--- src/sv/noisy_neighbor_average_pixel_unit_assert.svh ---
// assertion macros for the noisy neighbor average pixel unit
`ifndef NOISY_NEIGHBOR_AVERAGE_PIXEL_UNIT_ASSERT_SVH
`define NOISY_NEIGHBOR_AVERAGE_PIXEL_UNIT_ASSERT_SVH

// checked only outside reset
`define NNAP_ASSERT(label, prop, msg) \
  label: assert property (@(posedge clk) disable iff (rst) prop) else $error(msg);

// checked on every edge, reset included
`define NNAP_ASSERT_ALWAYS(label, prop, msg) \
  label: assert property (@(posedge clk) prop) else $error(msg);

`endif

--- src/sv/nnap_pkg.sv ---
// shared types, register codes and channel math for the pixel unit
package nnap_pkg;

  localparam int CFG_INDEX_W = 2;
  localparam int CFG_DATA_W  = 3;

  typedef enum logic [CFG_INDEX_W-1:0] {
    REG_CHANNEL_ENABLE = 2'd0,
    REG_PIXEL_FORMAT   = 2'd1
  } cfg_reg_t;

  localparam logic FMT_555 = 1'b0;
  localparam logic FMT_565 = 1'b1;

  typedef struct packed {
    logic [2:0] channel_enable;
    logic       pixel_format;
  } cfg_t;

  typedef struct packed {
    logic red;
    logic green;
    logic blue;
  } raise_t;

  // floored average of two fields, stepped by one and clamped to 0..31
  function automatic logic [4:0] noisy_avg(input logic [4:0] a, input logic [4:0] b,
                                           input logic up);
    logic [5:0] sum;
    logic [4:0] avg;
    logic [4:0] res;
    sum = {1'b0, a} + {1'b0, b};
    avg = sum[5:1];
    if (up) begin
      res = (avg == 5'd31) ? 5'd31 : avg + 5'd1;
    end else begin
      res = (avg == 5'd0) ? 5'd0 : avg - 5'd1;
    end
    return res;
  endfunction

endpackage

--- src/sv/nnap_pixel_mix.sv ---
// splits both neighbors into fields, averages with noise and repacks
module nnap_pixel_mix (
  input  nnap_pkg::cfg_t   cfg,
  input  nnap_pkg::raise_t raise,
  input  logic [15:0]      above,
  input  logic [15:0]      left,
  output logic [15:0]      mixed
);
  import nnap_pkg::*;

  logic [4:0] above_r, above_g, left_r, left_g;
  logic [4:0] r, g, b;

  always_comb begin
    unique case (cfg.pixel_format)
      FMT_565: begin
        above_r = above[15:11];
        above_g = above[10:6];
        left_r  = left[15:11];
        left_g  = left[10:6];
      end
      default: begin
        above_r = above[14:10];
        above_g = above[9:5];
        left_r  = left[14:10];
        left_g  = left[9:5];
      end
    endcase
  end

  always_comb begin
    r = cfg.channel_enable[2] ? noisy_avg(above_r, left_r, raise.red) : 5'd0;
    g = cfg.channel_enable[1] ? noisy_avg(above_g, left_g, raise.green) : 5'd0;
    b = cfg.channel_enable[0] ? noisy_avg(above[4:0], left[4:0], raise.blue) : 5'd0;
  end

  always_comb begin
    unique case (cfg.pixel_format)
      FMT_565: mixed = {r, g, 1'b0, b};
      default: mixed = {1'b0, r, g, b};
    endcase
  end

endmodule

--- config.mk ---
export PLATFORM = sky130hd
export DESIGN_NAME = nnap_pixel_mix
export DESIGN_NICKNAME = d
export VERILOG_FILES = /design/src/sv/noisy_neighbor_average_pixel_unit_assert.svh /design/src/sv/nnap_pkg.sv /design/src/sv/nnap_pixel_mix.sv
export SDC_FILE = /design/constraint.sdc
export NUM_CORES = 1
export LEC_CHECK = 0
export ABC_CLOCK_PERIOD_IN_PS = 7310
export CORE_MARGIN = 10
export CORE_UTILIZATION = 60
export DETAILED_ROUTE_END_ITERATION = 12
export DONT_BUFFER_PORTS = 1
export PLACE_DENSITY = 0.78
export SYNTH_ARGS = -nofsm -noshare
export SYNTH_HDL_FRONTEND = slang
export SYNTH_SLANG_ARGS = --single-unit
--- constraint.sdc ---
create_clock -name vclk -period 7.31
set_input_delay 0.731 -clock vclk [all_inputs]
set_output_delay 0.731 -clock vclk [all_outputs]
set_load 0.01 [all_outputs]
==> results of run 1 <==
[worst max-delay path: stages]
cell,delay [ns]
mux2_2,0.32
ha_1,0.36
a21o_1,0.22
and2_1,0.17
a211oi_1,0.96
and4_1,0.34
nand2_1,0.08
a211oi_1,0.42
[cells in the mapped netlist, types with 2 or more instances]
cell,n
ha_1,21
a21oi_1,17
inv_1,17
mux2_2,16
nor2_1,12
nand3_1,11
nand2_1,9
o21ai_0,7
a211oi_1,6
a21o_1,6
xnor2_1,6
nor3_1,5
o2111ai_1,5
a311oi_1,4
a31oi_1,4
buf_6,4
clkbuf_1,4
o21a_1,4
xor2_1,4
and2_1,3
and3_1,3
fa_1,3
o211ai_1,3
o221ai_1,3
o311ai_0,3
o31a_1,3
a2111oi_0,2
a21boi_0,2
a31o_2,2
nand3b_1,2
nand4_1,2
nor4_1,2
o221a_2,2
o22ai_1,2
o31ai_1,2
o32ai_1,2
o41ai_1,2
or2_2,2
or3_1,2
[power by group]
part | internal, mW | switching (mW)
combinational | 0.0954 | 0.143
sequential | 0 | 0
clock | 0 | 0
[logic make-up (layout without fill, tap and decap cells)]
| kind of cell | after synthesis | after routing |
|---|---|---|
| AO/OA/AOI/OAI | 87 | 87 |
| buffers and inverters | 30 | 17 |
| XOR/XNOR | 10 | 10 |
| multiplexers | 18 | 18 |
| AND/OR/NAND/NOR | 63 | 63 |
| adder cells (fa/ha/maj) | 24 | 24 |
[layout make-up]
type               count  area share
inverters             17      0.0371
well taps             31      0.0225
multi-input cells    202       0.940
[worst paths after layout]
kind,endpoint,slack (ns),depth (start not counted)
min,mixed[5],1.53,1
max,mixed[5],2.97,8
[metrics by stage]
step	util	hold WS [ns]	area [um2]	total power, mW
after global placement	0.619	1.52	1720	0.232
after floorplan	-	1.56	1770	0.208
after global routing	0.619	1.52	1720	0.266
after detailed placement	0.619	1.52	1720	0.235
after CTS	0.619	1.52	1720	0.236
final	0.619	1.53	1720	0.238
[per-layer routing]
layer,vias to the layer above,wire [um],part of all wire,track usage
li1,903,-,-,-
met1,810,1990,0.45,0.200
met2,53,2100,0.47,0.259
met3,4,329,0.074,0.0253
met4,0,34,0.0076,0.0163
met5,-,0,0,0
==> flow_metrics.tcl, run 1 <==
set metrics [dict create \
    grt_max_degree 39 \
    portBuffers 0 \
    area_growth_pct -2.96 \
    antenna_found_initial 0 \
    initial_core_util 0.637 \
    postCtsSetupBuffers 0 \
    regArea_um2 0 \
    worst_ep_required_time_ns 6.58 \
    worstMarginPinSlew_ns 1.24 \
    ir_worst_vdd_uv 83.5 \
    nFillCells 265 \
    status "finished clean" \
    startpoint "cfg[0]" \
    hold_class "in -> out" \
    final_nets 284 \
    critPathKind "in -> out" \
    end_kind "output pin" \
    fin_setup_tns_ns 0 \
    dp_hpwl_um 3700 \
    period_share 0.594 \
    grt_usage 0.152 \
    instances_no_fill 250 \
    cap_violations 0 \
    wirelength_um 4450 \
    rsz0062_at_grt "false" \
    place_congestion 0.881 \
    yosysWarnings 0 \
    drc 0 \
    slew_violations 0 \
    synth.distinct_cells 62 \
    syn_inst 232 \
    power.density_nw_per_um2 138 \
    fp.dieH_um 74.4 \
    viasPerCell 7.08 \
    seq_cell_count 0 \
    final_cell_mix "ha_1 (21), inv_1 (17), a21oi_1 (17)" \
    num_antenna_cells 0 \
    synth.area.mux_share 0.116 \
    avgSynthCellArea_um2 7.64 \
    grt_pass1_wl_um 7380 \
    pre_cts_ws_ns 3.00 \
    first_pass_iters 4 \
    synthTopCellsByArea "ha_1 (15%), mux2_2 (10%), a21oi_1 (4.8%)" \
    yosysTopAreaCell "ha_1" \
    critPathMaxFanout 38 \
    clock.fmax_mhz 230 \
    synth_nets 295 \
    final_layout_size_suffix_gt1_frac 0.123 \
    clkbuf_count 0 \
    leakage_nw 0.688 \
    dp.cells 250 \
    fp.dieArea_um2 5530 \
    synth-compound-area-share 0.364 \
    synth_top_area_frac 0.148 \
    synthSimpleGateAreaFrac 0.201 \
    core_area_um2 2780 \
    grt.overflow.total 0 \
    hp-start "cfg[0]" \
    fin_crit_ns 4.34 \
    grt_pass1_vias 1639 \
    wl_per_cell_um 17.8 \
    maxSlewHeadroom 0.165 \
    multi_input_area_um2 1620 \
    hold_viol_final 0 \
    core.rowCount 19 \
    cts_hold_buffers 0 \
    synth_xor_area_frac 0.0494 \
    synth_top_family_by_area "compound AO/OA/AOI/OAI gates" \
    ant_nets 0 \
    startpoint_type "input pin" \
    timing.final.ws_setup_ns 2.97 \
    drt_iter0_drc 110 \
    cts_resized 0 \
    ys_seq_area_frac 0 \
    fp.dieW_um 74.4 \
    final_common_cell "ha_1" \
    arrival_ns 3.61 \
    boundaryPins 55 \
    synth_adder_area_share 0.182 \
    syn_area_um2 1770 \
    finalSetupViolCount 0 \
    num_vias 1770 \
]
Note: power is estimated with default switching activity, not from simulation.
==> run 2, diff against run 1 <==
- ABC_CLOCK_PERIOD_IN_PS: 7310 -> 3790
- PLACE_DENSITY: 0.78 -> 0.81
- clock period: 7.31 -> 3.79 ns (I/O delays scaled with it)
==> flow_metrics.tcl, run 2 (synthesis results as in run 1) <==
set metrics [dict create \
    status "finished clean" \
    worstMarginPinSlew_ns 0.803 \
    viasPerCell 7.23 \
    fin_setup_tns_ns 0 \
    hold_viol_final 0 \
    core_area_um2 2780 \
    cts_resized 0 \
    boundaryPins 55 \
    grt_max_degree 39 \
    grt.overflow.total 0 \
    worst_ep_required_time_ns 3.41 \
    crit_chain "mux2_2 -> ha_1 -> a21o_1 -> nor4_1 -> or3_1 -> nand4_1 -> a211oi_1 -> o22ai_1" \
    hold_path_depth 1 \
    core.rowCount 19 \
    final_layout_size_suffix_gt1_frac 0.135 \
    startpoint_type "input pin" \
    timing.final.ws_setup_ns 0.557 \
    hp-start "cfg[0]" \
    finalSetupViolCount 0 \
    regArea_um2 0 \
    initial_core_util 0.637 \
    stdcell_area_um2 1740 \
    ir_worst_vdd_uv 189 \
    placed_cell_area_um2 1740 \
    wl_per_cell_um 18.1 \
    slew_violations 0 \
    grt_usage 0.150 \
    num_vias 1830 \
    hold_class "in -> out" \
    period_share 0.853 \
    pre_cts_ws_ns 0.579 \
    grt_pass1_vias 1604 \
    fin_crit_ns 3.23 \
    dp_hpwl_um 3880 \
    first_pass_iters 5 \
    critPathMaxFanout 38 \
    min_to "mixed[13]" \
    area_growth_pct -1.69 \
    rsz0062_at_grt "false" \
    final_cell_mix "ha_1 (21), inv_1 (17), a21oi_1 (17)" \
    maxSlewHeadroom 0.461 \
    place_congestion 1.00 \
    crit_family "simple AND/OR/NAND/NOR gates" \
    drt_iter0_drc 176 \
    cts_hold_buffers 0 \
    wirelength_um 4580 \
    drc 0 \
    antenna_found_initial 0 \
    fp.dieW_um 74.4 \
    arrival_ns 2.85 \
    clkbuf_count 0 \
    postCtsSetupBuffers 0 \
    ant_nets 0 \
    critPathKind "in -> out" \
    fp.dieArea_um2 5530 \
    final_nets 287 \
    fin_util 0.627 \
    grt_pass1_wl_um 7200 \
    power.density_nw_per_um2 269 \
    end_kind "output pin" \
    path_buf_inv 0 \
    crit_slowest_cell "nor4_1" \
    num_antenna_cells 0 \
    cap_violations 0 \
    seq_cell_count 0 \
    slowest_delay_ns 0.43 \
    fp.dieH_um 74.4 \
    portBuffers 0 \
    final_common_cell "ha_1" \
    clock.fmax_mhz 309 \
    leakage_nw 0.703 \
]
run 2: cell count changes in the layout (fill, tap and decap cells not counted):
| cell | previous run | this run |
|---|---|---|
| buf_4 | 0 | 3 |
run 2: power by group:
group / total [mW] / switching [mW] / leakage, nW / internal, mW
Sequential: 0 / 0 / 0 / 0
Clock: 0 / 0 / 0 / 0
Combinational: 0.470 / 0.278 / 0.703 / 0.191
run 2: cell type report:
| type | instances | area [um2] |
|---|---|---|
| fill | 246 | 1040 |
| tap | 31 | 38.8 |
| inverter | 17 | 63.8 |
| timing repair buffer | 3 | 22.5 |
| multi-input combinational | 202 | 1620 |
run 2: layer usage:
| metal | up-vias | global-route usage | part of all wire |
|---|---|---|---|
| met5 | - | 0 | 0 |
| met3 | 4 | 0.0226 | 0.073 |
| li1 | 900 | - | - |
| met1 | 864 | 0.184 | 0.42 |
| met4 | 0 | 0.00813 | 0.0066 |
| met2 | 62 | 0.279 | 0.50 |
run 2: worst max-delay path by stage:
stage,endpoint,depth (start not counted),start
6_report,mixed[12],8,cfg[0]
5_1_grt,mixed[13],8,cfg[0]
4_1_cts,mixed[10],8,cfg[0]
3_5_place_dp,mixed[10],8,cfg[0]
3_3_place_gp,mixed[10],8,cfg[0]
2_1_floorplan,mixed[8],11,cfg[0]
run 2: through the flow:
stage / power (mW) / instances / hold WS, ns
6_report: 0.470 / 253 / 0.854
2_1_floorplan: 0.402 / 232 / 0.855
3_5_place_dp: 0.463 / 253 / 0.852
4_1_cts: 0.465 / 253 / 0.851
5_1_grt: 0.521 / 253 / 0.864
3_3_place_gp: 0.456 / 253 / 0.853
